<file path="src/rtl/bmp24_pkg.sv">
// Shared types and constants for the 24-bit BMP stream decoder.
// No dependencies; the front end, back end and top level in rtl/ import this package.
package bmp24_pkg;

    // Header layout of a BMP file, in bytes.
    localparam int unsigned HDR_LEN      = 54;
    localparam int unsigned OFS_DATA_OFS = 10;
    localparam int unsigned OFS_WIDTH    = 18;
    localparam int unsigned OFS_HEIGHT   = 22;
    localparam int unsigned OFS_BPP      = 28;
    localparam int unsigned BPP_SUPPORTED = 24;

    // Result status codes.
    localparam logic [1:0] ST_PIXEL      = 2'd0;
    localparam logic [1:0] ST_BAD_BPP    = 2'd1;
    localparam logic [1:0] ST_TOO_LARGE  = 2'd2;
    localparam logic [1:0] ST_BAD_OFFSET = 2'd3;

    typedef enum logic [1:0] {
        PH_HEADER,
        PH_SKIP,
        PH_PIXEL,
        PH_DONE
    } t_phase;

    typedef enum logic [1:0] {
        CMD_START,
        CMD_DATA,
        CMD_ERROR
    } t_cmd_kind;

    typedef struct packed {
        t_cmd_kind  kind;
        logic [7:0] data;
        logic [1:0] status;
    } t_cmd;

    typedef struct packed {
        logic [7:0] file_byte;
        logic       first_of_file;
    } t_in;

    typedef struct packed {
        logic [7:0]  red;
        logic [7:0]  green;
        logic [7:0]  blue;
        logic [11:0] column;
        logic [11:0] row;
        logic [1:0]  status;
        logic        last;
    } t_out;

endpackage

</file>
<file path="src/rtl/bmp24_front.sv">
// Front end: tracks the byte position, collects and checks the header,
// skips to the pixel data and issues commands to the back end. Uses bmp24_pkg.
module bmp24_front #(
    parameter int unsigned MAX_DIM = 4096,
    parameter int unsigned DIM_W   = 13
) (
    input  logic              i_clk,
    input  logic              i_rst_n,
    input  logic              i_accept,
    input  bmp24_pkg::t_in    i_in,
    output logic              o_push,
    output bmp24_pkg::t_cmd   o_cmd,
    output logic [DIM_W-1:0]  o_cmd_w,
    output logic [DIM_W-1:0]  o_cmd_h
);
    import bmp24_pkg::*;

    t_phase      r_phase, n_phase;
    logic [31:0] r_pos, n_pos;
    logic [31:0] r_ofs, n_ofs;
    logic [31:0] r_width, n_width;
    logic [31:0] r_height, n_height;
    logic [15:0] r_bpp, n_bpp;

    t_phase      phase_eff;
    logic [31:0] pos;
    logic [7:0]  b;

    always_ff @(posedge i_clk) begin
        if (!i_rst_n) begin
            r_phase  <= PH_HEADER;
            r_pos    <= '0;
            r_ofs    <= '0;
            r_width  <= '0;
            r_height <= '0;
            r_bpp    <= '0;
        end else if (i_accept) begin
            r_phase  <= n_phase;
            r_pos    <= n_pos;
            r_ofs    <= n_ofs;
            r_width  <= n_width;
            r_height <= n_height;
            r_bpp    <= n_bpp;
        end
    end

    always_comb begin
        b         = i_in.file_byte;
        // A first byte restarts the parse before the byte itself is taken.
        phase_eff = i_in.first_of_file ? PH_HEADER : r_phase;
        pos       = i_in.first_of_file ? 32'd0 : r_pos;
        n_ofs     = i_in.first_of_file ? 32'd0 : r_ofs;
        n_width   = i_in.first_of_file ? 32'd0 : r_width;
        n_height  = i_in.first_of_file ? 32'd0 : r_height;
        n_bpp     = i_in.first_of_file ? 16'd0 : r_bpp;
        n_pos     = (pos == 32'hFFFF_FFFF) ? pos : pos + 32'd1;
        n_phase   = phase_eff;
        o_push    = 1'b0;
        o_cmd     = '{kind: CMD_DATA, data: b, status: ST_PIXEL};
        o_cmd_w   = DIM_W'(n_width);
        o_cmd_h   = DIM_W'(n_height);

        case (phase_eff)
            PH_HEADER: begin
                if (pos < 32'd64) begin
                    case (pos[5:0])
                        6'(OFS_DATA_OFS):     n_ofs[7:0]     = b;
                        6'(OFS_DATA_OFS + 1): n_ofs[15:8]    = b;
                        6'(OFS_DATA_OFS + 2): n_ofs[23:16]   = b;
                        6'(OFS_DATA_OFS + 3): n_ofs[31:24]   = b;
                        6'(OFS_WIDTH):        n_width[7:0]   = b;
                        6'(OFS_WIDTH + 1):    n_width[15:8]  = b;
                        6'(OFS_WIDTH + 2):    n_width[23:16] = b;
                        6'(OFS_WIDTH + 3):    n_width[31:24] = b;
                        6'(OFS_HEIGHT):       n_height[7:0]  = b;
                        6'(OFS_HEIGHT + 1):   n_height[15:8] = b;
                        6'(OFS_HEIGHT + 2):   n_height[23:16] = b;
                        6'(OFS_HEIGHT + 3):   n_height[31:24] = b;
                        6'(OFS_BPP):          n_bpp[7:0]     = b;
                        6'(OFS_BPP + 1):      n_bpp[15:8]    = b;
                        default: ;
                    endcase
                end
                if (pos == 32'(HDR_LEN - 1)) begin
                    // The checks are ordered; only the first failing one is reported.
                    if (n_bpp != 16'(BPP_SUPPORTED)) begin
                        o_push     = 1'b1;
                        o_cmd.kind = CMD_ERROR;
                        o_cmd.status = ST_BAD_BPP;
                        n_phase    = PH_DONE;
                    end else if (n_width > 32'(MAX_DIM) || n_height > 32'(MAX_DIM)) begin
                        o_push     = 1'b1;
                        o_cmd.kind = CMD_ERROR;
                        o_cmd.status = ST_TOO_LARGE;
                        n_phase    = PH_DONE;
                    end else if (n_ofs < 32'(HDR_LEN)) begin
                        o_push     = 1'b1;
                        o_cmd.kind = CMD_ERROR;
                        o_cmd.status = ST_BAD_OFFSET;
                        n_phase    = PH_DONE;
                    end else if (n_width == 32'd0 || n_height == 32'd0) begin
                        n_phase = PH_DONE;
                    end else begin
                        o_push     = 1'b1;
                        o_cmd.kind = CMD_START;
                        n_phase    = (n_ofs == 32'(HDR_LEN)) ? PH_PIXEL : PH_SKIP;
                    end
                end
            end
            PH_SKIP: begin
                if (pos == r_ofs) begin
                    o_push  = 1'b1;
                    n_phase = PH_PIXEL;
                end
            end
            PH_PIXEL: begin
                // The back end drops bytes once the image is complete.
                o_push = 1'b1;
            end
            PH_DONE: ;
            default: n_phase = PH_DONE;
        endcase
    end

endmodule

</file>
<file path="src/rtl/bmp24_queue.sv">
// Small flip-flop FIFO that decouples the front end from the back end.
// Generic payload; no package dependencies.
module bmp24_queue #(
    parameter int unsigned DEPTH = 4,
    parameter int unsigned WIDTH = 8
) (
    input  logic             i_clk,
    input  logic             i_rst_n,
    input  logic             i_push,
    input  logic [WIDTH-1:0] i_data,
    output logic             o_full,
    output logic             o_valid,
    input  logic             i_pop,
    output logic [WIDTH-1:0] o_data
);
    localparam int unsigned PTR_W = (DEPTH > 1) ? $clog2(DEPTH) : 1;
    localparam int unsigned CNT_W = $clog2(DEPTH + 1);

    logic [WIDTH-1:0] r_mem [DEPTH];
    logic [PTR_W-1:0] r_wr_ptr, n_wr_ptr;
    logic [PTR_W-1:0] r_rd_ptr, n_rd_ptr;
    logic [CNT_W-1:0] r_count, n_count;
    logic             do_push, do_pop;

    assign o_full  = (r_count == CNT_W'(DEPTH));
    assign o_valid = (r_count != '0);
    assign o_data  = r_mem[r_rd_ptr];

    always_comb begin
        do_push  = i_push && !o_full;
        do_pop   = i_pop && o_valid;
        n_wr_ptr = r_wr_ptr;
        n_rd_ptr = r_rd_ptr;
        n_count  = r_count;
        if (do_push) begin
            n_wr_ptr = (r_wr_ptr == PTR_W'(DEPTH - 1)) ? '0 : r_wr_ptr + 1'b1;
        end
        if (do_pop) begin
            n_rd_ptr = (r_rd_ptr == PTR_W'(DEPTH - 1)) ? '0 : r_rd_ptr + 1'b1;
        end
        if (do_push && !do_pop) begin
            n_count = r_count + 1'b1;
        end else if (do_pop && !do_push) begin
            n_count = r_count - 1'b1;
        end
    end

    always_ff @(posedge i_clk) begin
        if (!i_rst_n) begin
            r_wr_ptr <= '0;
            r_rd_ptr <= '0;
            r_count  <= '0;
        end else begin
            r_wr_ptr <= n_wr_ptr;
            r_rd_ptr <= n_rd_ptr;
            r_count  <= n_count;
        end
    end

    always_ff @(posedge i_clk) begin
        if (do_push) begin
            r_mem[r_wr_ptr] <= i_data;
        end
    end

endmodule

</file>
<file path="src/rtl/bmp24_back.sv">
// Back end: assembles BGR triples into RGB pixels, tracks column, row and
// line padding, and holds the result register. Uses bmp24_pkg.
module bmp24_back #(
    parameter int unsigned DIM_W = 13
) (
    input  logic              i_clk,
    input  logic              i_rst_n,
    input  logic              i_cmd_valid,
    input  bmp24_pkg::t_cmd   i_cmd,
    input  logic [DIM_W-1:0]  i_cmd_w,
    input  logic [DIM_W-1:0]  i_cmd_h,
    output logic              o_pop,
    output logic              o_out_valid,
    input  logic              i_out_ready,
    output bmp24_pkg::t_out   o_out
);
    import bmp24_pkg::*;

    logic             r_active, n_active;
    logic             r_in_pad, n_in_pad;
    logic [1:0]       r_k, n_k;
    logic [1:0]       r_pad, n_pad;
    logic [DIM_W-1:0] r_w, n_w;
    logic [DIM_W-1:0] r_col, n_col;
    logic [DIM_W-1:0] r_row, n_row;
    logic [7:0]       r_blue, n_blue;
    logic [7:0]       r_green, n_green;
    logic             r_out_valid, n_out_valid;
    t_out             r_out, n_out;
    logic [1:0]       pad_len;
    logic             last_col;

    assign o_out_valid = r_out_valid;
    assign o_out       = r_out;

    always_comb begin
        // Each line of 3*width bytes is padded by width mod 4 bytes.
        pad_len     = 2'(r_w);
        last_col    = (r_col == DIM_W'(r_w - 1'b1));
        o_pop       = i_cmd_valid && (!r_out_valid || i_out_ready);
        n_active    = r_active;
        n_in_pad    = r_in_pad;
        n_k         = r_k;
        n_pad       = r_pad;
        n_w         = r_w;
        n_col       = r_col;
        n_row       = r_row;
        n_blue      = r_blue;
        n_green     = r_green;
        n_out       = r_out;
        n_out_valid = r_out_valid && !i_out_ready;

        if (o_pop) begin
            case (i_cmd.kind)
                CMD_START: begin
                    n_active = 1'b1;
                    n_in_pad = 1'b0;
                    n_k      = 2'd0;
                    n_pad    = 2'd0;
                    n_w      = i_cmd_w;
                    n_col    = '0;
                    n_row    = DIM_W'(i_cmd_h - 1'b1);
                end
                CMD_ERROR: begin
                    n_active    = 1'b0;
                    n_out       = '0;
                    n_out.status = i_cmd.status;
                    n_out.last  = 1'b1;
                    n_out_valid = 1'b1;
                end
                CMD_DATA: begin
                    if (r_active && r_in_pad) begin
                        n_pad = r_pad + 1'b1;
                        if (r_pad == pad_len - 1'b1) begin
                            n_in_pad = 1'b0;
                            n_row    = r_row - 1'b1;
                        end
                    end else if (r_active) begin
                        case (r_k)
                            2'd0: begin
                                n_blue = i_cmd.data;
                                n_k    = 2'd1;
                            end
                            2'd1: begin
                                n_green = i_cmd.data;
                                n_k     = 2'd2;
                            end
                            default: begin
                                n_k         = 2'd0;
                                n_out.red   = i_cmd.data;
                                n_out.green = r_green;
                                n_out.blue  = r_blue;
                                n_out.column = 12'(r_col);
                                n_out.row   = 12'(r_row);
                                n_out.status = ST_PIXEL;
                                n_out.last  = last_col && (r_row == '0);
                                n_out_valid = 1'b1;
                                if (last_col && (r_row == '0)) begin
                                    n_active = 1'b0;
                                end else if (last_col) begin
                                    n_col = '0;
                                    if (pad_len == 2'd0) begin
                                        n_row = r_row - 1'b1;
                                    end else begin
                                        n_in_pad = 1'b1;
                                        n_pad    = 2'd0;
                                    end
                                end else begin
                                    n_col = r_col + 1'b1;
                                end
                            end
                        endcase
                    end
                end
                default: ;
            endcase
        end
    end

    always_ff @(posedge i_clk) begin
        if (!i_rst_n) begin
            r_active    <= 1'b0;
            r_in_pad    <= 1'b0;
            r_k         <= 2'd0;
            r_pad       <= 2'd0;
            r_out_valid <= 1'b0;
        end else begin
            r_active    <= n_active;
            r_in_pad    <= n_in_pad;
            r_k         <= n_k;
            r_pad       <= n_pad;
            r_out_valid <= n_out_valid;
        end
    end

    always_ff @(posedge i_clk) begin
        r_w     <= n_w;
        r_col   <= n_col;
        r_row   <= n_row;
        r_blue  <= n_blue;
        r_green <= n_green;
        r_out   <= n_out;
    end

endmodule

</file>
<file path="src/rtl/bmp24_stream_decoder.sv">
// Top level of the 24-bit BMP stream decoder: front end, command queue and
// back end. Uses bmp24_pkg, bmp24_front, bmp24_queue and bmp24_back.
//
//   Channel   Valid/Ready               Payload     Moves
//   input     i_in_valid / o_in_ready   i_in_data   one file byte per request
//   output    o_out_valid / i_out_ready o_out_data  one pixel or error per request
//
// One byte is accepted per cycle while the command queue has room. The red byte
// of a pixel enters the queue at its accepting edge and is moved into the result
// register when the back end pops it from the queue.
// While a result waits on i_out_ready the back end takes nothing from the queue;
// the queue (Q_DEPTH entries) keeps the input flowing until it fills, and a
// full queue drops o_in_ready.
// Reset is synchronous, active low, and leaves the parser at the start of a file.
module bmp24_stream_decoder #(
    parameter int unsigned MAX_DIM = 4096,
    parameter int unsigned Q_DEPTH = 4
) (
    input  logic            i_clk,
    input  logic            i_rst_n,
    input  logic            i_in_valid,
    output logic            o_in_ready,
    input  bmp24_pkg::t_in  i_in_data,
    output logic            o_out_valid,
    input  logic            i_out_ready,
    output bmp24_pkg::t_out o_out_data
);
    import bmp24_pkg::*;

    localparam int unsigned DIM_W = $clog2(MAX_DIM + 1);
    localparam int unsigned QW    = $bits(t_cmd) + 2 * DIM_W;

    logic             accept;
    logic             push;
    logic             q_full;
    logic             q_valid;
    logic             pop;
    t_cmd             f_cmd;
    logic [DIM_W-1:0] f_w, f_h;
    logic [QW-1:0]    q_in, q_out;
    t_cmd             b_cmd;
    logic [DIM_W-1:0] b_w, b_h;

    assign o_in_ready = !q_full;
    assign accept     = i_in_valid && o_in_ready;

    bmp24_front #(
        .MAX_DIM (MAX_DIM),
        .DIM_W   (DIM_W)
    ) u_front (
        .i_clk    (i_clk),
        .i_rst_n  (i_rst_n),
        .i_accept (accept),
        .i_in     (i_in_data),
        .o_push   (push),
        .o_cmd    (f_cmd),
        .o_cmd_w  (f_w),
        .o_cmd_h  (f_h)
    );

    assign q_in = {f_cmd, f_w, f_h};

    bmp24_queue #(
        .DEPTH (Q_DEPTH),
        .WIDTH (QW)
    ) u_queue (
        .i_clk   (i_clk),
        .i_rst_n (i_rst_n),
        .i_push  (push && accept),
        .i_data  (q_in),
        .o_full  (q_full),
        .o_valid (q_valid),
        .i_pop   (pop),
        .o_data  (q_out)
    );

    assign {b_cmd, b_w, b_h} = q_out;

    bmp24_back #(
        .DIM_W (DIM_W)
    ) u_back (
        .i_clk       (i_clk),
        .i_rst_n     (i_rst_n),
        .i_cmd_valid (q_valid),
        .i_cmd       (b_cmd),
        .i_cmd_w     (b_w),
        .i_cmd_h     (b_h),
        .o_pop       (pop),
        .o_out_valid (o_out_valid),
        .i_out_ready (i_out_ready),
        .o_out       (o_out_data)
    );

endmodule

</file>
<file path="config.mk">
export PLATFORM = sky130hd
export DESIGN_NAME = bmp24_stream_decoder
export DESIGN_NICKNAME = d
export VERILOG_FILES = /design/src/rtl/bmp24_pkg.sv /design/src/rtl/bmp24_front.sv /design/src/rtl/bmp24_queue.sv /design/src/rtl/bmp24_back.sv /design/src/rtl/bmp24_stream_decoder.sv
export SDC_FILE = /design/constraint.sdc
export NUM_CORES = 1
export LEC_CHECK = 0
export ABC_AREA = 1
export BUFFER_PORTS_ARGS = -buffer_cell sky130_fd_sc_hd__buf_2
export CORE_ASPECT_RATIO = 1.5
export CORE_MARGIN = 2
export CORE_UTILIZATION = 40
export CTS_CLUSTER_SIZE = 20
export DETAILED_ROUTE_END_ITERATION = 16
export PLACE_DENSITY_LB_ADDON = 0.05
export SYNTH_ARGS = -nofsm -noshare
export SYNTH_HDL_FRONTEND = slang
export SYNTH_SLANG_ARGS = --single-unit
export TNS_END_PERCENT = 5
</file>
<file path="constraint.sdc">
create_clock -name i_clk -period 6.45 [get_ports i_clk]
set_input_delay 0.9675 -clock i_clk [delete_from_list [all_inputs] [get_ports i_clk]]
set_output_delay 0.9675 -clock i_clk [all_outputs]
set_load 0.01 [all_outputs]
</file>
Word level (Yosys, flattened, before mapping)
Memories as Yosys holds them, arrays and structs flattened. A register that Yosys moved wholly into a read port is not among the register bits.
Index checks and enable logic that the tools add are counted.
Widths: inputs -> output; s select.

word-level totals
  register bits after elaboration = 266
  RAM bits = 152
  input port bits = 13
  output and inout bits = 53
  logic and storage cells = 238
  memories = 1

memory list
  name           depth  bits a word  read ports  clocked after memory_dff  wr ports  line               text
  u_queue.r_mem  4      38           1           1                         1         bmp24_queue.sv:19  logic [WIDTH-1:0] r_mem [DEPTH];

cells by class
  add/sub/neg operators = 11
  order comparisons = 4
  equal/unequal tests = 40
  multiplexer cells = 114
  bitwise gates (word level) = 1
  reduce and logical (&&, ||, !) cells = 41

operators by type and width
  operator               number
  $mux 32                14
  $mux 13                12
  $mux 51                3
  $mux 8                 14
  $pmux 51 s2            1
  $eq 32x6->1 const B    2
  $gt 32x13->1 const B   2
  $logic_not 32->1       2
  $mux 16                4
  $eq 6x5->1 const B     10
  $mux 2                 30
  $pmux 13 s2            2
  $sub 13x1->13 const B  3
  $add 32x1->32 const B  1
  $eq 32x32->1           1
  $eq 32x32->1 const B   1
  $lt 32x6->1 const B    1
  $lt 32x7->1 const B    1
  $eq 6x4->1 const B     4
  $mux 1                 24
  $ne 16x5->1 const B    1
  $pmux 2 s2             4
  $reduce_and 8->1       2
  $reduce_and 5->1       3
  other kinds (32)       69

Longest topological paths before layout
Gate-level depths: netlist of run 1.

  depth in word-level cells = 19
  depth in mapped cells = 31
  mapped depth without buffers = 29

By module
Synthesis of run 1 repeated with hierarchy kept, for this count alone.

unflattened totals
  cells, all modules = 3250
  area, all modules = 23752.8 um^2

by module, submodules not included
  module                times used  cells an instance  area an instance (um^2)  sequential area each (um^2)
  bmp24_front           1           2291               12283.0                  2922.8
  bmp24_queue           1           439                6135.9                   4744.6
  bmp24_back            1           515                5310.1                   3323.2
  bmp24_stream_decoder  1           5                  23.8                     0.0

Worst setup path before layout of run 1
No wires, ideal clock.

  path type = register to register
  start = register (tool-made name)
  end = register u_back.r_out, in the netlist u_back.o_out[0], enable pin
  setup time = 533 ps
  data arrival time = 6600 ps
  required time = 5917 ps
  path slack = -683 ps
  stages on the path, launching flop included = 16
  buffers on the path = 5
  clock period less this slack = 7133 ps
  path through = dfxtp_1 inv_1 clkbuf_1 buf_1 clkbuf_1 clkbuf_1 nand2_1 a32oi_1 inv_1 ha_1 clkbuf_1 inv_1 nor2_1 inv_1 nand3_1 nor3b_1

RTL lines
  item                  line               text
  to (signal assigned)  bmp24_back.sv:142  r_out <= n_out;
  to (decl)             bmp24_back.sv:29   t_out r_out, n_out;

Final worst setup path of run 1
  start = input i_in_data[0] (netlist name)
  end = register u_queue.r_count[1]

between the ends
  elaborated cells between the ends (all ways) = 70
  classes of those cells = 4 x order compare; 19 x eq/ne; 36 x mux; 11 x reduce/logical

RTL lines
  item                                                  line                        text
  from (decl)                                           bmp24_stream_decoder.sv:23  input bmp24_pkg::t_in i_in_data,
  branches (longest 12 deep; another with $lt 32x7->1)  n/a
  $pmux 1 s3 (*)                                        bmp24_front.sv:63           case (phase_eff)
  $logic_and 1x1->1 (*)                                 bmp24_stream_decoder.sv:69  .i_push (push && accept),
  $logic_and 1x1->1 (*)                                 bmp24_queue.sv:30           do_push = i_push && !o_full;
  net u_queue.do_push                                   bmp24_queue.sv:23           logic do_push, do_pop;
  $logic_and 1x1->1 (*)                                 bmp24_queue.sv:41           if (do_push && !do_pop) begin
  $mux 3 (*)                                            bmp24_queue.sv:41
  net u_queue.n_count[1]                                bmp24_queue.sv:22           logic [CNT_W-1:0] r_count, n_count;
  to (signal assigned)                                  bmp24_queue.sv:56           r_count <= n_count;
  to (decl)                                             bmp24_queue.sv:22

Mark *: on every way through the listed nets, which the timed path passes. The select of a mux whose other input is x is not followed.
A chain may end at the register's enable or synchronous reset.

==> flow_summary.json, run 1 <==
{
  "busiest_layer": "met2",
  "grt_first_pass_wirelength_um": 104000,
  "register_area_mm2": 0.0110,
  "slowest_delay_ns": 0.47,
  "cp.arrival_ns": 5.63,
  "antenna_left": 0,
  "grt_overflow": 0,
  "use_met3": 0.0286,
  "max_freq_mhz": 193,
  "initialDrtViolationCount": 1465,
  "tns_ns": 0,
  "ys_types": 48,
  "drcViolationCount": 0,
  "drive_gt1_frac": 0.0754,
  "reg2regPathDepth": 25,
  "cp_slowest_cell": "nor2_4",
  "clk-insertion-delay-late_ns": 0.58,
  "nFillCells": 5533,
  "final.period_utilization": 0.802,
  "num_rows": 106,
  "hp-class": "reg2reg",
  "yosysSeqAreaShare": 0.486,
  "place_congestion": 0.926,
  "ys.flop_type": "edfxtp_1",
  "grt_max_degree": 96,
  "startpoint_type": "input port",
  "path_class": "in2reg",
  "avgSynthCellArea_um2": 7.62,
  "clk_pin_slew_ns": 0.06,
  "cts_tree": "done",
  "root_buffer": "clkbuf_16",
  "start_util": 0.405,
  "timing.rr.start": "u_front.r_pos[7]",
  "worstPathMaxFanout": 61,
  "rsz0062_at_grt": "no",
  "cts_buffers": 43,
  "cts_buffer_depth": 3,
  "cts_resized": 0,
  "hold_violations": 0,
  "viasPerCell": 5.25,
  "setup_viol": 0,
  "maxSlewHeadroom": 0.232,
  "final_nets": 2994,
  "grt.met1_usage": 0.259,
  "hpwl_um": 44600,
  "cp-startpoint": "i_in_data[0]",
  "chipHeight_um": 295,
  "synthArstFlopShare": 0,
  "crit_required_ns": 6.91,
  "grt_util_met2": 0.427,
  "syn_area_mm2": 0.0226,
  "fin_ws_ns": 1.28,
  "ys_warn_count": 0,
  "worstSetupEndpointType": "flip-flop",
  "synth_seq_cells": 420,
  "vdd_drop_max_mv": 0.211,
  "core-area_mm2": 0.0558,
  "synth_edf_count": 258,
  "multi_input_area_mm2": 0.00993,
  "critPathCapture": "u_queue.r_count[1]",
  "grt_antenna_before_repair": 1,
  "drv_slew": 0,
  "drt_wl_total_um": 66500,
  "postSynthCellCount": 2971,
  "avgRoutedWirePerCell_um": 17.7,
  "path_buf_inv": 7,
  "h-tree-depth": 2,
  "cp_num_cells": 27,
  "vias": 19700,
  "power.total_mw": 9.11,
  "power_density_mw_per_mm2": 362,
  "dieWidth_um": 198,
  "post_cts_buffers": 0,
  "r2r_end": "u_queue.r_count[1]",
  "syn2layout_area_growth_pct": 11.3,
  "fin_crit_ns": 5.17,
  "skew_ns": 0.0134,
  "path_delay_family": "simple AND/OR/NAND/NOR gates",
  "r2r_slack_ns": 1.77,
  "outcome": "complete, no violations",
  "cap_violations": 0,
  "preCtsSetupSlack_ns": 0.717,
  "io_buffers": 65,
  "cts_sinks": 420,
  "cpMostUsedCell": "nand2_1",
  "grt_use_total": 0.228,
  "die_area_mm2": 0.0585,
  "io_pins": 66,
  "power.leakage_nw": 10.5,
  "postCtsHoldBufs": 0,
  "grt_pass1_vias": 18800,
  "worstMarginPinSlew_ns": 1.15,
  "drt_first_pass_iters": 9,
  "synth_nets": 3002
}
[logic make-up after synthesis]
logic type,synth area share
AOI/OAI and AO/OA,0.149
xor gates and xnor gates,0.0228
adders and majority gates,0.0103
buffers and inverters,0.0784
DFF,0.486
and+or+nand+nor,0.254
[worst min-delay path, stage by stage, from the launching register on]
cell	delay, ns
dfxtp_1	0.31
nand2_1	0.06
a21oi_1	0.05
[where the power goes]
group / leakage (nW) / total [mW] / switching [mW] / internal, mW
logic: 6.05 / 2.71 / 1.87 / 0.845
registers: 3.70 / 3.70 / 0.235 / 3.47
clock network: 0.718 / 2.70 / 1.10 / 1.59
total: 10.5 / 9.11 / 3.20 / 5.91
[worst min path at each step]
stage	from	to	slack [ns]	cells past startpoint
final	u_front.r_width[8]	u_front.r_width[8]	0.47	2
after global routing	u_front.r_bpp[3]	u_front.r_bpp[3]	0.48	2
after CTS	u_front.r_width[10]	u_front.r_width[10]	0.47	2
after detailed placement	u_front.r_width[13]	u_front.r_width[13]	0.46	2
after global placement	u_front.r_bpp[10]	u_front.r_bpp[10]	0.45	2
after floorplan	u_front.r_ofs[10]	u_front.r_ofs[10]	0.45	2
[metal layers]
layer | wire length (µm) | up-vias
met2 | 34500 | 484
met5 | 13 | -
met3 | 3070 | 138
met4 | 2730 | 2
met1 | 26200 | 9250
li1 | - | 9847
[placed cells by master, fill, tap and decap left out, types with 14 or more instances in the layout]
master,n
o22ai_1,14
nand2_1,849
nor2_1,336
inv_1,272
o21ai_1,24
ha_1,16
edfxtp_1,258
clkbuf_16,43
nor4_1,17
nand3_1,98
xor2_1,35
a221oi_1,23
o211ai_1,15
a21oi_1,255
nand4_1,40
nor3_1,32
buf_4,36
buf_2,65
xnor2_1,24
o21ai_0,239
dfxtp_1,161
[stage by stage]
step | util | cell area (µm²) | hold slack [ns] | cells
final | 0.451 | 25200 | 0.465 | 3753
after global routing | 0.451 | 25200 | 0.479 | 3752
after CTS | 0.451 | 25200 | 0.465 | 3752
after detailed placement | 0.424 | 23700 | 0.455 | 3674
after global placement | 0.424 | 23700 | 0.451 | 3674
after floorplan | - | 22600 | 0.445 | 2971
[Yosys cell counts (4+ instances only)]
cell / instances / area, µm²
nand2_1: 850 / 3190
nor2_1: 342 / 1280
inv_1: 275 / 1030
edfxtp_1: 258 / 7750
a21oi_1: 255 / 1280
o21ai_0: 239 / 1200
dfxtp_1: 162 / 3240
clkbuf_1: 104 / 390
nand3_1: 98 / 490
nand4_1: 40 / 250
xor2_1: 35 / 307
nor3_1: 32 / 160
buf_2: 25 / 125
o21ai_1: 24 / 120
xnor2_1: 24 / 210
a221oi_1: 23 / 201
buf_1: 21 / 78.8
ha_1: 17 / 213
nor4_1: 17 / 106
o211ai_1: 15 / 113
o22ai_1: 14 / 87.6
a221o_1: 12 / 120
a31oi_1: 11 / 68.8
nand2_2: 9 / 56.3
buf_6: 7 / 78.8
clkinv_1: 6 / 22.5
nor3b_1: 6 / 45.0
o221a_2: 6 / 67.6
nand3_2: 5 / 50.1
or2_2: 5 / 31.3
and3_1: 4 / 25.0
buf_4: 4 / 30.0
inv_2: 4 / 15.0
[registers in the layout, indices dropped and copies added, names as in the netlist, named ones only]
signal	cells
u_back.r_active	1
u_front.r_phase	2
u_back.r_w	13
u_front.r_height	32
u_back.o_out_valid	1
u_back.r_k	2
u_front.r_width	32
u_back.r_col	13
u_queue.r_mem	152
u_queue.r_rd_ptr	2
u_queue.r_count	3
u_back.o_out	51
u_front.r_pos	32
u_back.r_pad	2
u_back.r_row	13
u_queue.r_wr_ptr	2
u_front.r_bpp	16
u_back.r_green	8
u_back.r_in_pad	1
u_front.r_ofs	32
u_back.r_blue	8
[cell type report]
class	count	share of cell area
sequential	420	0.436
multi-input combinational	2105	0.394
clock buffer	47	0.0433
inverter	285	0.0427
tap	756	0.0375
timing repair buffer	108	0.0292
clock inverter	31	0.0167
antenna	1	0.0000993
No activity file was read; power rests on OpenSTA's default activity.
==> inputs of run 2 (changes only) <==
==> constraint.sdc (replaced) <==
create_clock -name i_clk -period 4.58 [get_ports i_clk]
set_input_delay 0.687 -clock i_clk [delete_from_list [all_inputs] [get_ports i_clk]]
set_output_delay 0.687 -clock i_clk [all_outputs]
set_load 0.01 [all_outputs]
==> run 2 against run 1 <==
First-iteration DRC count is 15% lower. Total power grew 42%. Flip-flop and latch count unchanged. Sequential share of layout area is 1.5 points lower. Wire length up 0.48%. Utilization increased by 1.6 points. Critical path type unchanged. Critical endpoint unchanged. Largest power group unchanged.
==> flow_summary.json, run 2 (synthesis results as in run 1) <==
{
  "outcome": "complete, no violations",
  "diodes": 0,
  "drive_gt1_frac": 0.108,
  "placed_cell_area_mm2": 0.0246,
  "cts_buffer_depth": 3,
  "tns_ns": 0,
  "grt_max_degree": 141,
  "nFillCells": 5458,
  "cts_tree": "done",
  "cap_violations": 0,
  "clk_pin_slew_ns": 0.06,
  "grt_antenna_before_repair": 1,
  "start_util": 0.405,
  "comb_power_share": 0.310,
  "worstMarginPinSlew_ns": 1.10,
  "grt_use_total": 0.230,
  "postCtsHoldBufs": 0,
  "drt_wl_total_um": 66800,
  "initialDrtViolationCount": 1245,
  "path_class": "in2reg",
  "power_density_mw_per_mm2": 494,
  "netSwitchingFraction": 0.352,
  "die_area_mm2": 0.0585,
  "slowest_delay_ns": 0.40,
  "hpwl_um": 46000,
  "clk-insertion-delay-late_ns": 0.59,
  "final_nets": 3101,
  "chipHeight_um": 295,
  "skew_ns": 0.0175,
  "p_seq_frac": 0.401,
  "largest-register": "u_queue.r_mem",
  "worstPathMaxFanout": 56,
  "post_cts_buffers": 0,
  "worstSetupEndpointType": "flip-flop",
  "most-common-layout-cells": "nand2_1, nor2_1, inv_1, edfxtp_1, a21oi_1",
  "vdd_drop_max_mv": 0.260,
  "avgRoutedWirePerCell_um": 17.3,
  "power.leakage_nw": 11.1,
  "whs_ns": 0.429,
  "num_rows": 106,
  "dieWidth_um": 198,
  "final_area_mm2": 0.0261,
  "final_common_cell": "nand2_1",
  "syn2layout_area_growth_pct": 15.4,
  "hp-class": "in2reg",
  "pwr-share-clk": 0.289,
  "largest_reg_flops": 152,
  "max_freq_mhz": 242,
  "p_sw_mw": 4.55,
  "startpoint_type": "input port",
  "root_buffer": "clkbuf_16",
  "vias": 20000,
  "fin_crit_ns": 4.13,
  "drt_first_pass_iters": 5,
  "place_congestion": 0.909,
  "p_int_mw": 8.36,
  "grt_pass1_vias": 19300,
  "wl_met1_um": 26000,
  "drv_slew": 0,
  "route.met3.wl_um": 2420,
  "h-tree-depth": 2,
  "cp.arrival_ns": 4.61,
  "antenna_left": 0,
  "final.period_utilization": 0.902,
  "io_buffers": 65,
  "cts_buffers": 45,
  "maxSlewHeadroom": 0.263,
  "preCtsSetupSlack_ns": -0.176,
  "crit_required_ns": 5.05,
  "drcViolationCount": 0,
  "viasPerCell": 5.17,
  "cpMostUsedCell": "nand2_1",
  "grt_first_pass_wirelength_um": 105000,
  "grt_overflow": 0,
  "hold_violations": 0,
  "fin_ws_ns": 0.447,
  "core-area_mm2": 0.0558,
  "cts_sinks": 420,
  "fin_util": 0.468,
  "setup_viol": 0,
  "rsz0062_at_grt": "no",
  "cts_resized": 0,
  "cp_slowest_cell": "fa_1",
  "route.met2.wl_um": 35500,
  "top_layer_used": "met4",
  "io_pins": 66
}
[run 2: cell count changes in the layout (fill, tap and decap cells not counted), sizes merged]
| cell | change |
|---|---|
| buf | +105 |
| bufinv | -5 |
| clkbuf | +9 |
| clkinvlp | -5 |
| diode | -1 |
| inv | +3 |
[run 2: area by class of cell]
cell class / instances / area (µm²) / area share
tap: 756 / 946 / 0.0362
clock buffer: 56 / 1240 / 0.0474
sequential: 420 / 11000 / 0.421
inverter: 285 / 1070 / 0.0412
timing repair buffer: 213 / 1670 / 0.0641
multi-input combinational: 2105 / 9930 / 0.380
clock inverter: 24 / 255 / 0.00978
[run 2: power groups by stage]
stage	clock network (mW)	logic (mW)	registers, mW
5_1_grt	3.96	4.57	5.25
4_1_cts	3.84	4.07	5.18
3_5_place_dp	0	4.06	5.26
2_1_floorplan	0	2.65	5.31
3_3_place_gp	0	3.99	5.25
6_report	3.73	4.01	5.17
[run 2: final timing paths]
check                                         from                    to  slack (ns)  cells past startpoint
worst min register to register  u_front.r_width[8]    u_front.r_width[8]        0.46                      2
worst max register to register   u_front.r_pos[25]    u_queue.r_count[2]        0.52                     28
worst min-delay path                  i_in_data[5]  u_queue.r_mem[2][32]        0.43                      1
worst max-delay path                  i_in_data[0]    u_queue.r_count[1]        0.45                     26
[run 2: metal layers]
metal	GRT usage	vias to the layer above
li1	-	10100
met2	0.443	454
met4	0.0990	0
met1	0.253	9305
met5	0	-
met3	0.0249	134
[run 2: worst max-delay path, delay by kind of cell]
kind	cells	cell delay [ns]
buffers and inverters	8	1.04
and+or+nand+nor	13	1.85
adders and majority gates	2	0.57
AOI/OAI and AO/OA	3	0.39
[run 2: through the flow]
step	instances	total power [mW]
finish	3859	12.9
floorplan	2971	7.96
CTS	3859	13.1
global placement	3779	9.24
global route	3859	13.8
detailed placement	3779	9.31
